### config.mk
export PLATFORM = sky130hd
export DESIGN_NAME = discrete_input_qualifier_bit
export DESIGN_NICKNAME = d
export VERILOG_FILES = /design/src/sv/dinq_pkg.sv /design/src/sv/dinq_csr.sv /design/src/sv/dinq_core.sv /design/src/sv/discrete_input_qualifier_bit.sv
export SDC_FILE = /design/constraint.sdc
export NUM_CORES = 1
export LEC_CHECK = 0
export ABC_AREA = 1
export BUFFER_PORTS_ARGS = -buffer_cell sky130_fd_sc_hd__buf_2
export CAP_MARGIN = 30
export CORE_MARGIN = 5
export CORE_UTILIZATION = 60
export CTS_CLUSTER_SIZE = 12
export DETAILED_ROUTE_END_ITERATION = 10
export PLACE_DENSITY = 0.79
export SETUP_SLACK_MARGIN = 0.5
export SLEW_MARGIN = 20
export SYNTH_ARGS = -nofsm -noshare
export SYNTH_HDL_FRONTEND = slang
export SYNTH_SLANG_ARGS = --single-unit
export TNS_END_PERCENT = 20
### constraint.sdc
create_clock -name clock -period 16.6 [get_ports clock]
set_clock_uncertainty 0.05 [all_clocks]
set_input_delay 0.83 -clock clock [delete_from_list [all_inputs] [get_ports clock]]
set_output_delay 0.83 -clock clock [all_outputs]
set_load 0.02 [all_outputs]
### src/sv/dinq_pkg.sv
// Package with the shared types, register indexes and reset values of the input qualifier.
`default_nettype none

package dinq_pkg;

   // Configuration port geometry.
   localparam int CSR_INDEX_W = 3;
   localparam int CSR_DATA_W  = 16;

   // Register indexes on the configuration port.
   localparam logic [CSR_INDEX_W-1:0] CSR_INPUT_ACTIVE_LOW   = 3'd0;
   localparam logic [CSR_INDEX_W-1:0] CSR_MAJORITY_THRESHOLD = 3'd1;
   localparam logic [CSR_INDEX_W-1:0] CSR_DEBOUNCE_TICKS     = 3'd2;
   localparam logic [CSR_INDEX_W-1:0] CSR_INACTIVITY_TICKS   = 3'd3;
   localparam logic [CSR_INDEX_W-1:0] CSR_VERIFY_TICKS       = 3'd4;
   localparam logic [CSR_INDEX_W-1:0] CSR_MONITOR_ROLE       = 3'd5;

   // Register reset values.
   localparam logic        RST_INPUT_ACTIVE_LOW   = 1'b1;
   localparam logic [2:0]  RST_MAJORITY_THRESHOLD = 3'd3;
   localparam logic [7:0]  RST_DEBOUNCE_TICKS     = 8'd5;
   localparam logic [15:0] RST_INACTIVITY_TICKS   = 16'd30000;
   localparam logic [7:0]  RST_VERIFY_TICKS       = 8'd2;
   localparam logic        RST_MONITOR_ROLE       = 1'b0;

   // Saturation limit of the 8-bit elapsed counters.
   localparam logic [7:0] TICK8_MAX = 8'hFF;

   typedef struct packed {
      logic        input_active_low;
      logic [2:0]  majority_threshold;
      logic [7:0]  debounce_ticks;
      logic [15:0] inactivity_ticks;
      logic [7:0]  verify_ticks;
      logic        monitor_role;
   } cfg_type;

   typedef struct packed {
      logic filtered_value;
      logic filtered_changed;
      logic raw_changed;
      logic drive_line_low;
      logic line_asserted;
      logic line_changed;
      logic no_activity_warn;
      logic line_fault;
   } result_type;

endpackage

`default_nettype wire

### src/sv/dinq_csr.sv
// Configuration register file of the input qualifier.
`default_nettype none

module dinq_csr (
   input  wire logic                             clock,
   input  wire logic                             reset,
   input  wire logic                             csr_valid,
   output logic                                  csr_ready,
   input  wire logic [dinq_pkg::CSR_INDEX_W-1:0] csr_index,
   input  wire logic [dinq_pkg::CSR_DATA_W-1:0]  csr_wdata,
   output dinq_pkg::cfg_type                     cfg
);

   dinq_pkg::cfg_type cfg_ff;
   dinq_pkg::cfg_type cfg_in;
   logic              wr_en;

   assign csr_ready = 1'b1;
   assign wr_en     = csr_valid && csr_ready;
   assign cfg       = cfg_ff;

   always_comb begin
      cfg_in = cfg_ff;
      if (wr_en) begin
         case (csr_index)
            dinq_pkg::CSR_INPUT_ACTIVE_LOW:   cfg_in.input_active_low   = csr_wdata[0];
            dinq_pkg::CSR_MAJORITY_THRESHOLD: cfg_in.majority_threshold = csr_wdata[2:0];
            dinq_pkg::CSR_DEBOUNCE_TICKS:     cfg_in.debounce_ticks     = csr_wdata[7:0];
            dinq_pkg::CSR_INACTIVITY_TICKS:   cfg_in.inactivity_ticks   = csr_wdata[15:0];
            dinq_pkg::CSR_VERIFY_TICKS:       cfg_in.verify_ticks       = csr_wdata[7:0];
            dinq_pkg::CSR_MONITOR_ROLE:       cfg_in.monitor_role       = csr_wdata[0];
            default: begin
               // Writes to unused indexes are dropped.
               cfg_in = cfg_ff;
            end
         endcase
      end
   end

   always_ff @(posedge clock) begin
      if (reset) begin
         cfg_ff.input_active_low   <= dinq_pkg::RST_INPUT_ACTIVE_LOW;
         cfg_ff.majority_threshold <= dinq_pkg::RST_MAJORITY_THRESHOLD;
         cfg_ff.debounce_ticks     <= dinq_pkg::RST_DEBOUNCE_TICKS;
         cfg_ff.inactivity_ticks   <= dinq_pkg::RST_INACTIVITY_TICKS;
         cfg_ff.verify_ticks       <= dinq_pkg::RST_VERIFY_TICKS;
         cfg_ff.monitor_role       <= dinq_pkg::RST_MONITOR_ROLE;
      end else begin
         cfg_ff <= cfg_in;
      end
   end

endmodule

`default_nettype wire

### src/sv/dinq_core.sv
// Per-tick filter state and next-state logic of the input qualifier.
`default_nettype none

module dinq_core #(
   parameter int HISTORY_LEN     = 5,
   parameter int IDLE_COUNT_BITS = 16
) (
   input  wire logic               clock,
   input  wire logic               reset,
   input  wire logic               step,
   input  wire logic               input_pad,
   input  wire logic               line_pad,
   input  wire dinq_pkg::cfg_type  cfg,
   output dinq_pkg::result_type    result
);

   localparam int CNT_W   = $clog2(HISTORY_LEN + 1);
   localparam int THR_W   = (CNT_W > 3) ? CNT_W : 3;
   localparam int CMP_W   = (IDLE_COUNT_BITS > 16) ? IDLE_COUNT_BITS : 16;
   localparam logic [IDLE_COUNT_BITS-1:0] IDLE_MAX = '1;

   logic                       started_ff, started_in;
   logic                       raw_prev_ff, raw_prev_in;
   logic [HISTORY_LEN-1:0]     hist_ff, hist_in;
   logic                       cand_ff, cand_in;
   logic                       filt_ff, filt_in;
   logic [7:0]                 stable_ff, stable_in;
   logic [IDLE_COUNT_BITS-1:0] idle_ff, idle_in;
   logic                       line_prev_ff, line_prev_in;
   logic                       cmd_ff, cmd_in;
   logic [7:0]                 assert_ff, assert_in;
   logic                       fault_ff, fault_in;

   logic                       logical;
   logic                       line_low;
   logic                       adv;
   logic                       b_raw_prev;
   logic [HISTORY_LEN-1:0]     b_hist;
   logic                       b_cand;
   logic                       b_filt;
   logic [7:0]                 b_stable;
   logic [IDLE_COUNT_BITS-1:0] b_idle;
   logic                       b_line_prev;
   logic                       raw_chg;
   logic                       filt_chg;
   logic [CNT_W-1:0]           ones;
   logic                       maj;

   assign logical  = cfg.input_active_low ? ~input_pad : input_pad;
   assign line_low = ~line_pad;
   assign adv      = started_ff;

   // The first tick after reset seeds the filter from its own sample.
   always_comb begin
      if (started_ff) begin
         b_raw_prev  = raw_prev_ff;
         b_hist      = hist_ff;
         b_cand      = cand_ff;
         b_filt      = filt_ff;
         b_stable    = stable_ff;
         b_idle      = idle_ff;
         b_line_prev = line_prev_ff;
      end else begin
         b_raw_prev  = logical;
         b_hist      = {HISTORY_LEN{logical}};
         b_cand      = logical;
         b_filt      = logical;
         b_stable    = '0;
         b_idle      = '0;
         b_line_prev = line_low;
      end
   end

   assign hist_in = {b_hist[HISTORY_LEN-2:0], logical};

   always_comb begin
      ones = '0;
      for (int i = 0; i < HISTORY_LEN; i++) begin
         ones = ones + CNT_W'(hist_in[i]);
      end
   end

   always_comb begin
      started_in   = 1'b1;
      raw_chg      = (logical != b_raw_prev);
      raw_prev_in  = logical;
      if (raw_chg) begin
         idle_in = '0;
      end else if (adv && (b_idle != IDLE_MAX)) begin
         idle_in = b_idle + IDLE_COUNT_BITS'(1);
      end else begin
         idle_in = b_idle;
      end

      maj     = (THR_W'(ones) >= THR_W'(cfg.majority_threshold));
      cand_in = maj;
      if (maj != b_cand) begin
         stable_in = '0;
      end else if (adv && (b_stable != dinq_pkg::TICK8_MAX)) begin
         stable_in = b_stable + 8'd1;
      end else begin
         stable_in = b_stable;
      end

      filt_chg = (cand_in != b_filt) && (stable_in >= cfg.debounce_ticks);
      filt_in  = filt_chg ? cand_in : b_filt;

      fault_in  = fault_ff;
      cmd_in    = cmd_ff;
      assert_in = assert_ff;
      if (cfg.monitor_role) begin
         cmd_in    = 1'b0;
         assert_in = '0;
      end else begin
         if (filt_in != cmd_ff) begin
            cmd_in    = filt_in;
            assert_in = '0;
         end else if (cmd_ff && adv && (assert_ff != dinq_pkg::TICK8_MAX)) begin
            assert_in = assert_ff + 8'd1;
         end
         if (cmd_in && (assert_in >= cfg.verify_ticks) && !line_low) begin
            fault_in = 1'b1;
         end
      end

      line_prev_in = line_low;

      result.filtered_value   = filt_in;
      result.filtered_changed = filt_chg;
      result.raw_changed      = raw_chg;
      result.drive_line_low   = cmd_in;
      result.line_asserted    = line_low;
      result.line_changed     = (line_low != b_line_prev);
      result.no_activity_warn = (CMP_W'(idle_in) >= CMP_W'(cfg.inactivity_ticks));
      result.line_fault       = fault_in;
   end

   always_ff @(posedge clock) begin
      if (reset) begin
         started_ff   <= 1'b0;
         raw_prev_ff  <= 1'b0;
         hist_ff      <= '0;
         cand_ff      <= 1'b0;
         filt_ff      <= 1'b0;
         stable_ff    <= '0;
         idle_ff      <= '0;
         line_prev_ff <= 1'b0;
         cmd_ff       <= 1'b0;
         assert_ff    <= '0;
         fault_ff     <= 1'b0;
      end else if (step) begin
         started_ff   <= started_in;
         raw_prev_ff  <= raw_prev_in;
         hist_ff      <= hist_in;
         cand_ff      <= cand_in;
         filt_ff      <= filt_in;
         stable_ff    <= stable_in;
         idle_ff      <= idle_in;
         line_prev_ff <= line_prev_in;
         cmd_ff       <= cmd_in;
         assert_ff    <= assert_in;
         fault_ff     <= fault_in;
      end
   end

   // Once set, the fault flag holds until reset.
   a_fault_sticky: assert property (@(posedge clock) disable iff (reset)
      fault_ff |=> fault_ff)
      else $error("line fault flag cleared without reset");

   // In monitor role a processed tick leaves the drive released.
   a_monitor_release: assert property (@(posedge clock) disable iff (reset)
      step && cfg.monitor_role |=> !cmd_ff && (assert_ff == '0))
      else $error("line drive held in monitor role");

   // A raw edge restarts the inactivity timer.
   a_idle_restart: assert property (@(posedge clock) disable iff (reset)
      step && result.raw_changed |=> (idle_ff == '0))
      else $error("inactivity timer not restarted on raw edge");

   // A reported filtered change really flips the stored filtered value.
   a_filt_change: assert property (@(posedge clock) disable iff (reset)
      step && started_ff && result.filtered_changed |-> (result.filtered_value != filt_ff))
      else $error("filtered change reported without a flip");

   // The first tick after reset reports no raw or line change.
   a_first_tick: assert property (@(posedge clock) disable iff (reset)
      step && !started_ff |-> !result.raw_changed && !result.line_changed)
      else $error("change reported on the seeding tick");

endmodule

`default_nettype wire

### src/sv/discrete_input_qualifier_bit.sv
// Top level of the discrete input qualifier: input register, filter core, result register.
//
// Usage: every req_ beat is one 1 ms tick carrying the discrete input pad level and the
// shared fault line pad level. For each accepted beat exactly one rsp_ beat comes back,
// in order, with the debounced value, the change flags, the line drive command, the line
// state, the no-activity warning and the sticky line fault.
// The csr_ channel writes one register per beat (csr_index selects it, csr_wdata carries
// the value in its low bits); it is always ready. Registers should only be written while
// no tick is in flight. Writes to an unused index are ignored.
// A tick accepted on req_ is captured in the input register, evaluated by the filter core
// and loaded into the result register, which drives rsp_valid. Throughput: one tick per
// cycle while rsp_ready stays high. The filter state updates once per tick, so each tick
// depends on the state left by the previous one through the filter core's own registers.
// When the receiver stalls, the result register holds its beat and the input register
// holds one more tick; req_ready falls only while both are full and rsp_ready is low.
// Reset clears both pipeline valids, all filter state and loads the register defaults;
// the first tick after reset seeds the filter from its own sample.
`default_nettype none

module discrete_input_qualifier_bit #(
   parameter int HISTORY_LEN     = 5,
   parameter int IDLE_COUNT_BITS = 16
) (
   input  wire logic                             clock,
   input  wire logic                             reset,
   // Tick input channel.
   input  wire logic                             req_valid,
   output logic                                  req_ready,
   input  wire logic                             req_input_pad_level,
   input  wire logic                             req_line_pad_level,
   // Result channel.
   output logic                                  rsp_valid,
   input  wire logic                             rsp_ready,
   output logic                                  rsp_filtered_value,
   output logic                                  rsp_filtered_changed,
   output logic                                  rsp_raw_changed,
   output logic                                  rsp_drive_line_low,
   output logic                                  rsp_line_asserted,
   output logic                                  rsp_line_changed,
   output logic                                  rsp_no_activity_warn,
   output logic                                  rsp_line_fault,
   // Configuration write channel.
   input  wire logic                             csr_valid,
   output logic                                  csr_ready,
   input  wire logic [dinq_pkg::CSR_INDEX_W-1:0] csr_index,
   input  wire logic [dinq_pkg::CSR_DATA_W-1:0]  csr_wdata
);

   dinq_pkg::cfg_type    cfg;
   dinq_pkg::result_type core_result;
   dinq_pkg::result_type rsp_data_ff;

   logic in_valid_ff;
   logic in_valid_in;
   logic in_pad_ff;
   logic in_line_ff;
   logic rsp_valid_in;
   logic out_free;
   logic step;
   logic req_fire;

   // The result register is free when empty or when its beat leaves this cycle.
   assign out_free  = !rsp_valid || rsp_ready;
   // The held tick is evaluated whenever the result register can take its answer.
   assign step      = in_valid_ff && out_free;
   assign req_ready = !in_valid_ff || out_free;
   assign req_fire  = req_valid && req_ready;

   assign in_valid_in  = req_fire || (in_valid_ff && !step);
   assign rsp_valid_in = step || (rsp_valid && !rsp_ready);

   dinq_csr u_csr (
      .clock     (clock),
      .reset     (reset),
      .csr_valid (csr_valid),
      .csr_ready (csr_ready),
      .csr_index (csr_index),
      .csr_wdata (csr_wdata),
      .cfg       (cfg)
   );

   dinq_core #(
      .HISTORY_LEN     (HISTORY_LEN),
      .IDLE_COUNT_BITS (IDLE_COUNT_BITS)
   ) u_core (
      .clock     (clock),
      .reset     (reset),
      .step      (step),
      .input_pad (in_pad_ff),
      .line_pad  (in_line_ff),
      .cfg       (cfg),
      .result    (core_result)
   );

   // Pipeline valid bits.
   always_ff @(posedge clock) begin
      if (reset) begin
         in_valid_ff <= 1'b0;
         rsp_valid   <= 1'b0;
      end else begin
         in_valid_ff <= in_valid_in;
         rsp_valid   <= rsp_valid_in;
      end
   end

   // Payload registers carry no reset; they are qualified by the valid bits.
   always_ff @(posedge clock) begin
      if (req_fire) begin
         in_pad_ff  <= req_input_pad_level;
         in_line_ff <= req_line_pad_level;
      end
      if (step) begin
         rsp_data_ff <= core_result;
      end
   end

   assign rsp_filtered_value   = rsp_data_ff.filtered_value;
   assign rsp_filtered_changed = rsp_data_ff.filtered_changed;
   assign rsp_raw_changed      = rsp_data_ff.raw_changed;
   assign rsp_drive_line_low   = rsp_data_ff.drive_line_low;
   assign rsp_line_asserted    = rsp_data_ff.line_asserted;
   assign rsp_line_changed     = rsp_data_ff.line_changed;
   assign rsp_no_activity_warn = rsp_data_ff.no_activity_warn;
   assign rsp_line_fault       = rsp_data_ff.line_fault;

   // A tick waiting in the input register is never lost while the output stalls.
   a_hold_input: assert property (@(posedge clock) disable iff (reset)
      in_valid_ff && !step |=> in_valid_ff)
      else $error("pending tick dropped");

   // Every evaluated tick produces a result beat in the next cycle.
   a_step_result: assert property (@(posedge clock) disable iff (reset)
      step |=> rsp_valid)
      else $error("evaluated tick produced no result");

   // A stalled result beat stays put.
   a_rsp_hold: assert property (@(posedge clock) disable iff (reset)
      rsp_valid && !rsp_ready |=> rsp_valid && $stable(rsp_data_ff))
      else $error("stalled result beat changed");

endmodule

`default_nettype wire
# Yosys cells after proc, flatten, opt, wreduce, memory -nomap -nowiden
# Cells that the tools add are included.
# word_totals
output_inout_bits,11
ff_bits,92
# op_classes
bitwise,2
n_mux,22
n_eq_ne,13
n_addsub,7
order_cmp,4
n_reduce_logical,26
# op_table
op,n
$mux W8,7
$mux W16,3
$add A16 B1 Y16 const B,1
$add A8 B1 Y8 const B,2
$ge A16 B16 Y1,1
$ge A8 B8 Y1,2
$ne A16 B16 Y1 const B,1
$ne A8 B8 Y1 const B,2
$reduce_and A2 Y1,6
$logic_and A1 B1 Y1,11
$mux W1,11
$add A3 B1 Y3,2
$eq A3 B2 Y1 const B,2
$eq A3 B3 Y1 const B,2
$ne A1 B1 Y1,5
$logic_not A1 Y1,4
$logic_or A1 B1 Y1,4
$mux W4,1
$add A2 B1 Y3,1
$eq A3 B1 Y1 const B,1
$ge A3 B3 Y1,1
$logic_not A3 Y1,1
$add A1 B1 Y2,1
$not A1 Y1,2

# Logic depth before layout (Yosys ltp)
# Gate-level depths: netlist of run 1.
# logic_depth
ltp_word,21
depth_mapped,36

# Hierarchy
# From an unflattened synthesis of run 1, not the netlist that was laid out.
# hier_totals
hier_cells,875
hier_area_um2,6024.5
# by_module_without_submodules
module,instances,area_per_inst_um2,seq_area_each_um2,cells_each
dinq_core,1,4068.9,840.8,638
dinq_csr,1,1564.0,740.7,215
discrete_input_qualifier_bit,1,391.6,340.3,22

# Worst setup path before layout of run 1
# Ideal clock, no wire load.
# synth_timing
kind,reg-to-reg
start,"register u_core.started_ff, in the netlist u_core.adv"
end,"register rsp_data_ff, in the netlist rsp_line_fault (data pin)"
synth_period_minus_slack_ns,5.721
stages_incl_launch_ff,35
required_ns,16.295
arrival_ns,5.416
setup_time_ns,0.255
path_buffers,4
path_slack_ns,10.879
path_cell_list,dfxtp_1 -> buf_6 -> buf_6 -> inv_2 -> clkbuf_1 -> o21ai_0 -> fa_1 -> fa_1 -> ha_1 -> ha_1 -> nand3b_1 -> nand3_1 -> inv_1 -> nand2_1 -> nand2_1 -> inv_1 -> nand3_1 -> inv_1 -> ha_1 -> a21oi_1 -> nor2_1 -> nor3_1 -> nand3_1 -> nand2_1 -> nand2_1 -> ha_1 -> clkbuf_1 -> and3_1 -> ha_1 -> a21oi_1 -> o21ai_0 -> nand2_1 -> nand4_1 -> nand3_1 -> nand2_1
# synth_lines
element,line,text
from (decl),dinq_core.sv:22,"logic started_ff, started_in;"
from (signal assigned),dinq_core.sv:152,started_ff <= started_in;
to (signal assigned),discrete_input_qualifier_bit.sv:113,rsp_data_ff <= core_result;
to (decl),discrete_input_qualifier_bit.sv:51,dinq_pkg::result_type rsp_data_ff;

==> results by group, run 1 <==
Status
  – Status: complete, no violations

Detailed routing
  – DRC: 0
  – DR pass1 iterations: 5
  – Vias/cell: 5.55
  – Vias: 5210
  – DRT Wirelength: 13.2 mm
  – Detail Route Antenna Nets: 0
  – Post-DR wirelength/cell: 14.1 um
  – Drt initial violations: 287

Placed design
  – Detailed placement HPWL: 9.80 mm
  – Buffers on Ports: 35
  – DP Worst Slack: 10.22 ns
  – RD Place Congestion: between 0.9 and 1
  – Placed Area: approximately 6000 um^2

Floorplan
  – Die ar.: around 11000 um^2
  – Core area: 9200 um^2
  – Ports: 37
  – Chip width: 107 um
  – Rows: 35
  – Die Span Y: 107 um
  – Initial Util: a little over 60%

STA
  – Setup ws final: about 10 ns
  – RSZ-0062 raised after global routing: false
  – Slew @ Worst Pin: 0.687 ns
  – Fin. Hold Viols: 0
  – Final worst-path cycle share: 39.1%
  – Max-slew violations: 0
  – Fmax: 154 MHz
  – Slew headroom: 54.1%
  – Period minus WS final: ~6.5 ns
  – Final setup violation count: 0
  – Setup TNS: 0 ns

GRT
  – First-pass GRT wire length: 22.6 mm
  – GRT overflow: 0
  – GRT Overall Usage: 24.2%
  – Initial antenna violation count: 0
  – Number of global-route vias before repair: ~5000
  – Largest net degree at the start of global routing: 65

Clock tree
  – Total clock sinks: 91
  – Post-CTS resize count: 0
  – Skew-Pair Late Insertion Delay: 0.37 ns
  – Hold-fix buffers, CTS: 0
  – CTS tree: built
  – Post-CTS Setup Bufs: 0
  – Clock tree buffer depth: 2
  – Root buffer cell: clkbuf_8
  – TritonCTS Buffers: 9
  – Worst-path clk slew: 0.11 ns
  – H-tree levels: 3

Synthesis
  – Cell variety after synth: 36
  – Mapped Cells: 803
  – Syn_nets: 872
  – Synth area leaders: dfxtp_1, nand2_1, ha_1
  – Avg Cell Area, Syn: 7.03 um^2
  – Top cell type's share of synthesized area: between 20% and 30%
  – Synth area leader: dfxtp_1
  – Yosys warnings: 0
  – Yosys reg bits: 91
  – Mapped Area: between 5000 and 6000 um^2
  – Post-synthesis sequential area ratio: 34.0%

Critical path
  – Crit-path slowest cell: fa_1
  – CP Class: flip-flop to flip-flop
  – CP max FO: 11
  – Crit path DAT: 6.58 ns
  – Worst path most repeated cell: nand2_1
  – Slowest stage delay, CP: between 0.5 and 0.6 ns
  – Worst endpoint required time: between 15 and 20 ns
  – Startpoint types: flip-flop
  – Critical Path Start: in_pad_ff$_DFFE_PP_
  – R2R Setup Slk: 10.11 ns
  – Reg2Reg Launch Point: in_pad_ff$_DFFE_PP_
  – CP endpoint kind: flip-flop

Min path
  – Hold_sp: u_csr.cfg[5]$_SDFFE_PP0P_
  – Hold Crit Class: flip-flop to flip-flop

Power
  – Pwr dens: roughly 80 nW/um^2
  – P_leak: 2.92 nW
  – Max IR drop VDD: around 46 uV

Final layout
  – Design area: 6040 um^2
  – Nets: 891
  – Diode count: 0
  – FF/Latch Area: approximately 1900 um^2
  – Layout cell share with drive strength beyond 1: between 10% and 20%
  – Final core occ: 65.6%
  – Multi-input combinational cell area: 3040 um^2
  – Area delta synth->final: 6.89%
  – FILL cells: 823

Job
  – Max Cap Viol: 0
where the power goes:
part / internal [W] / switching (W)
combinational: 0.0000293 / 0.0000622
clock: 0.0000585 / 0.0000897
sequential: 0.000234 / 0.00000677
total: 0.000322 / 0.000159
final timing paths:
check                                   end  cells past startpoint
setup / recovery   rsp_line_fault$_DFFE_PP_                     35
hold / removal    u_csr.cfg[5]$_SDFFE_PP0P_                      2
setup reg to reg   rsp_line_fault$_DFFE_PP_                     35
hold reg to reg   u_csr.cfg[5]$_SDFFE_PP0P_                      2
synthesized netlist by cell type:
master / instances
a21oi_1: 87
a21oi_2: 7
a311o_1: 1
and3_1: 1
buf_1: 3
buf_2: 2
buf_4: 2
buf_6: 5
clkbuf_1: 18
clkinv_1: 1
conb_1: 1
dfxtp_1: 81
edfxtp_1: 10
fa_1: 2
ha_1: 41
inv_1: 134
inv_2: 4
nand2_1: 159
nand2_2: 7
nand3_1: 52
nand3_2: 10
nand3_4: 1
nand3b_1: 2
nand4_1: 12
nor2_1: 45
nor2_2: 3
nor2_4: 5
nor3_1: 6
nor3_2: 2
nor3_4: 1
o211ai_1: 13
o21ai_0: 73
o21ai_1: 3
o21bai_1: 1
xnor2_1: 3
xor2_1: 5
flip-flops by register name, indices dropped and copies added, names as in the netlist, 4 cells and up:
register	count
u_csr.cfg	37
u_core.idle_ff	16
u_core.stable_ff	8
u_core.assert_ff	8
u_core.hist_ff	4
cell families after synthesis:
family                   after synthesis  share of synthesized area (%)
XOR/XNOR                               8                           1.24
adder cells (fa/ha/maj)               43                           9.79
flip-flops                            91                           34.0
buffers and inverters                169                           12.1
AND/OR/NAND/NOR                      306                           25.2
other                                  1                         0.0664
AO/OA/AOI/OAI                        185                           17.6
area by class of cell:
| class | count | area share [%] |
|---|---|---|
| timing repair buffer | 38 | 3.69 |
| clock buffer | 9 | 2.05 |
| clock inverter | 7 | 1.06 |
| multi-input combinational | 543 | 50.4 |
| tap | 111 | 2.30 |
| inverter | 139 | 8.64 |
| sequential | 91 | 31.8 |
through the flow:
step           total power (W)  hold WS (ns)  std cells
6_report              0.000480         0.418        938
3_3_place_gp          0.000330         0.400        920
4_1_cts               0.000483         0.424        937
5_1_grt               0.000507         0.440        938
3_5_place_dp          0.000335         0.408        921
2_1_floorplan         0.000312         0.385        803
critical path: cells and delay by family (launching register included):
family | cells | cell delay, ns
adder cells (fa/ha/maj) | 7 | 2.53
AND/OR/NAND/NOR | 16 | 1.82
AO/OA/AOI/OAI | 5 | 0.82
buffers and inverters | 7 | 0.65
flip-flops | 1 | 0.40
per-layer routing:
metal  track usage [%]  part of all wire (%)  up-vias
met1              31.0                    45     2388
met2              41.6                    48      141
met3              2.83                   4.2       24
li1                  -                     -     2657
met5                 0                     0        -
met4              9.32                   2.5        0
placed cells by master (no fill, tap or decap), types with 2 or more instances in the layout:
master    Yosys  routed
nand2_1     159     159
inv_1       134     133
a21oi_1      87      87
dfxtp_1      81      81
o21ai_0      73      73
nand3_1      52      52
nor2_1       45      45
ha_1         41      41
buf_2         2      35
o211ai_1     13      13
nand4_1      12      12
nand3_2      10      10
edfxtp_1     10      10
clkbuf_8      0       9
nand2_2       7       7
a21oi_2       7       7
inv_2         4       6
nor3_1        6       6
nor2_4        5       5
xor2_1        5       5
inv_6         0       5
o21ai_1       3       3
nor2_2        3       3
xnor2_1       3       3
nand3b_1      2       2
nor3_2        2       2
fa_1          2       2
buf_12        0       2
No activity file was read; power rests on OpenSTA's default activity.
==> run 2, diff against run 1 <==
Settings changed: ABC_AREA 1 to 0, CORE_UTILIZATION 60 to 55, PLACE_DENSITY 0.79 to 0.76.
Clock period 16.6 ns to 5.6 ns, I/O delays scaled along.
==> run 2 against run 1 <==
Against the previous run:
- the flow now finishes with violations (negative setup slack)
- critical path depth is 10 lower
- first-iteration DRC count is 19% higher
- hold slack worse by 0.39 ns
- cell area is 8.3% higher
- setup slack worse by 10 ns
- global-route usage is 0.080 points higher
- die area is 6.3% higher
- critical path type unchanged
- critical endpoint unchanged
- largest cell class unchanged
- largest power group unchanged
- highest routed layer unchanged
==> results by group, run 2 <==
Synthesis
  – Post-synth EDFFs: 10 (unchanged)
  – Mapped Area: 5540 um^2 (-1.9%)
  – Avg Cell Area, Syn: 8.15 um^2 (+16%)
  – Top_reg_cell synth: dfxtp_1
  – Post-synthesis sequential area ratio: 34.7% (+0.66 points)
  – Top cell type's share of synthesized area: 29.3% (+0.56 points)
  – Synth area leader: dfxtp_1
  – Yosys warnings: 0 (unchanged)
  – Synth top cells by count: dfxtp_1, nand2_1, nor2_1, a21oi_1, inv_1
  – Mapped Cells: 680 (-15%)
  – Yosys reg bits: 91 (unchanged)
  – Synth area leaders: dfxtp_1, ha_1, edfxtp_1
  – Most frequent cell after synthesis: dfxtp_1
  – Cell variety after synth: 66 (+83%)
  – Syn_nets: 749 (-14%)
  – FFs w/ async S/R, synth: 0% (unchanged)

Final layout
  – Most frequent cells in the layout: dfxtp_1, nand2_1, nor2_1
  – Area delta synth->final: 18.0%
  – FILL cells: 811 (-1.5%)
  – Diode count: 0 (unchanged)
  – Max FFs per register: 37 (unchanged)
  – Commonest non-fill, non-tap cell in the layout: dfxtp_1
  – Design area: 6540 um^2 (+8.3%)
  – Nets: 787 (-12%)
  – Final core occ: 66.6% (+0.96 points)
  – Layout cell share with drive strength beyond 1: 18.5% (+6.9 points)

Critical path
  – CP max FO: 6 (-5)
  – CP Class: flip-flop to flip-flop
  – Crit path DAT: 5.85 ns (-0.73 ns)
  – Startpoint types: flip-flop
  – Worst endpoint required time: 5.68 ns (-11.01 ns)
  – CP endpoint kind: flip-flop

Clock tree
  – CTS tree: built
  – Root buffer cell: clkbuf_8
  – Skew-Pair Late Insertion Delay: 0.37 ns (about the same)
  – TritonCTS Buffers: 9 (unchanged)
  – H-tree levels: 3 (unchanged)
  – Worst-path clk slew: 0.09 ns (-0.02 ns)
  – Clock tree buffer depth: 2 (unchanged)
  – Total clock sinks: 91 (unchanged)

GRT
  – Number of global-route vias before repair: 4986 (-1.8%)
  – GRT overflow: 0 (unchanged)
  – GRT Overall Usage: 24.3% (+0.080 points)
  – First-pass GRT wire length: 23.2 mm (+2.4%)
  – Initial antenna violation count: 0 (unchanged)
  – Largest net degree at the start of global routing: 55 (-15%)

Floorplan
  – Core area: 9820 um^2 (+6.8%)
  – Die ar.: 12200 um^2 (+6.3%)
  – Ports: 37 (unchanged)
  – Die Span Y: 110 um (+3.1%)
  – Rows: 36 (+2.9%)
  – Initial Util: 56.4% (-5.0 points)
  – Chip width: 110 um (+3.1%)

STA
  – Final worst-path cycle share: 103% (+64 points)
  – Setup ws final: -0.174 ns (-10.28 ns)
  – Slew headroom: 42.1% (-12 points)
  – Period minus WS final: 5.77 ns (-0.718 ns)
  – Final setup violation count: 2 (+2)
  – Slew @ Worst Pin: 0.865 ns (+0.178 ns)
  – Max-slew violations: 0 (unchanged)
  – Setup TNS: -0.279 ns (-0.279 ns)
  – Fmax: 173 MHz (+12%)
  – RSZ-0062 raised after global routing: true
  – Fin. Hold Viols: 0 (unchanged)

Detailed routing
  – Post-DR wirelength/cell: 17.1 um (+22%)
  – Drt initial violations: 342 (+19%)
  – Vias/cell: 5.97 (+7.4%)
  – DRC: 0 (unchanged)
  – DRT Wirelength: 14.6 mm (+11%)
  – Vias: 5107 (-2.0%)
  – Detail Route Antenna Nets: 0 (unchanged)
  – DR pass1 iterations: 6 (+1)

Placed design
  – Placed Area: 5990 um^2 (+2.7%)
  – Detailed placement HPWL: 9.93 mm (+1.3%)
  – RD Place Congestion: 0.888 (-2.3%)
  – Buffers on Ports: 35 (unchanged)

Status
  – Status: finished with violations
  – Violated checks: negative setup slack

Power
  – Max IR drop VDD: 158 uV (+240%)
  – Pwr dens: 235 nW/um^2 (+200%)
  – P_leak: 2.54 nW (-13%)

Min path
  – Hold Crit Class: input pin to flip-flop

Job
  – Max Cap Viol: 0 (unchanged)
## run 2: changes by cell type after synthesis, moves of 10 or more
cell	previous run	this run
a21oi_1	87	55
nand3_2	10	0
nand3_1	52	25
xnor2_1	3	13
a31oi_1	0	13
o21ai_0	73	21
nor2_1	45	67
nand2_1	159	73
inv_1	134	49
and2_1	0	14
mux2i_1	0	21
## run 2: cells by family after synthesis
group,share of synthesized area [%]
AOI/OAI and AO/OA,17.1
and+or+nand+nor,23.9
adders and majority gates,9.98
xor gates and xnor gates,4.20
other,0.0677
muxes,4.00
buffers and inverters,6.12
DFF,34.7
## run 2: critical path: stages (launching register included)
cell and delay, ns:
edfxtp_1 0.43, xor2_2 0.19, nor2_4 0.18, a21oi_4 0.06, fa_1 0.52, fa_2 0.43, ha_4 0.24, ha_4 0.27
nand2_4 0.05, o21ai_4 0.21, xnor2_4 0.19, buf_6 0.14, o2111a_1 0.24, ha_4 0.14, o21a_1 0.15, nor2_2 0.06
o31ai_4 0.27, mux2i_2 0.35, ha_4 0.28, nand2_1 0.09, ha_1 0.25, nand2b_1 0.15, a21o_1 0.19, a211oi_2 0.19
o31a_1 0.17, nor2_1 0.05
## run 2: area by class of cell
| cell class | instances | area (um^2) | area share, % |
|---|---|---|---|
| multi-input cells | 503 | 3660 | 56.0 |
| flip-flops and latches | 91 | 1920 | 29.4 |
| clock inverters | 4 | 50.0 | 0.765 |
| inverters | 50 | 188 | 2.87 |
| well taps | 133 | 166 | 2.54 |
| repair buffers | 63 | 408 | 6.24 |
| clock buffers | 12 | 145 | 2.22 |
## run 2: worst paths after layout
kind                                                  from  cells after the start                          to  slack, ns
worst max register to register         in_pad_ff$_DFFE_PP_                     25    rsp_line_fault$_DFFE_PP_      -0.17
worst max-delay path                   in_pad_ff$_DFFE_PP_                     25    rsp_line_fault$_DFFE_PP_      -0.17
worst min-delay path                    req_line_pad_level                      1        in_line_ff$_DFFE_PP_       0.03
worst min register to register  u_csr.cfg[10]$_SDFFE_PP0P_                      2  u_csr.cfg[10]$_SDFFE_PP0P_       0.42
## run 2: through the flow
step / cells / power [W] / hold slack, ns / setup slack, ns
2_1_floorplan: 680 / 0.000907 / 0.329 / -0.0934
3_3_place_gp: 830 / 0.000974 / 0.395 / -0.0987
3_5_place_dp: 830 / 0.000985 / 0.403 / -0.362
4_1_cts: 851 / 0.00150 / 0.0224 / -0.121
5_1_grt: 856 / 0.00160 / 0.0218 / -0.356
6_report: 856 / 0.00154 / 0.0299 / -0.174
## run 2: what timing repair did
item	in CTS	in global routing
endpoints found under the setup margin	10	12
hold buffers	0	0
pin swaps	26	26
setup buffers	5	5
hold endpoints to repair	0	0
resized for setup	30	24
## run 2: where the power goes
| group | leakage, nW | total, W | internal, W | switching [W] |
|---|---|---|---|---|
| sequential | 0.754 | 0.000687 | 0.000676 | 0.0000114 |
| combinational | 1.68 | 0.000389 | 0.000183 | 0.000206 |
| clock | 0.101 | 0.000462 | 0.000221 | 0.000242 |
| total | 2.54 | 0.00154 | 0.00108 | 0.000459 |
## run 2: per-layer routing
| metal | GRT usage, % | vias to the layer above | wire [um] |
|---|---|---|---|
| met2 | 43.7 | 151 | 7610 |
| met3 | 4.60 | 46 | 667 |
| met4 | 11.4 | 0 | 486 |
| met5 | 0 | - | 0 |
| met1 | 27.7 | 2424 | 5880 |
| li1 | - | 2486 | - |
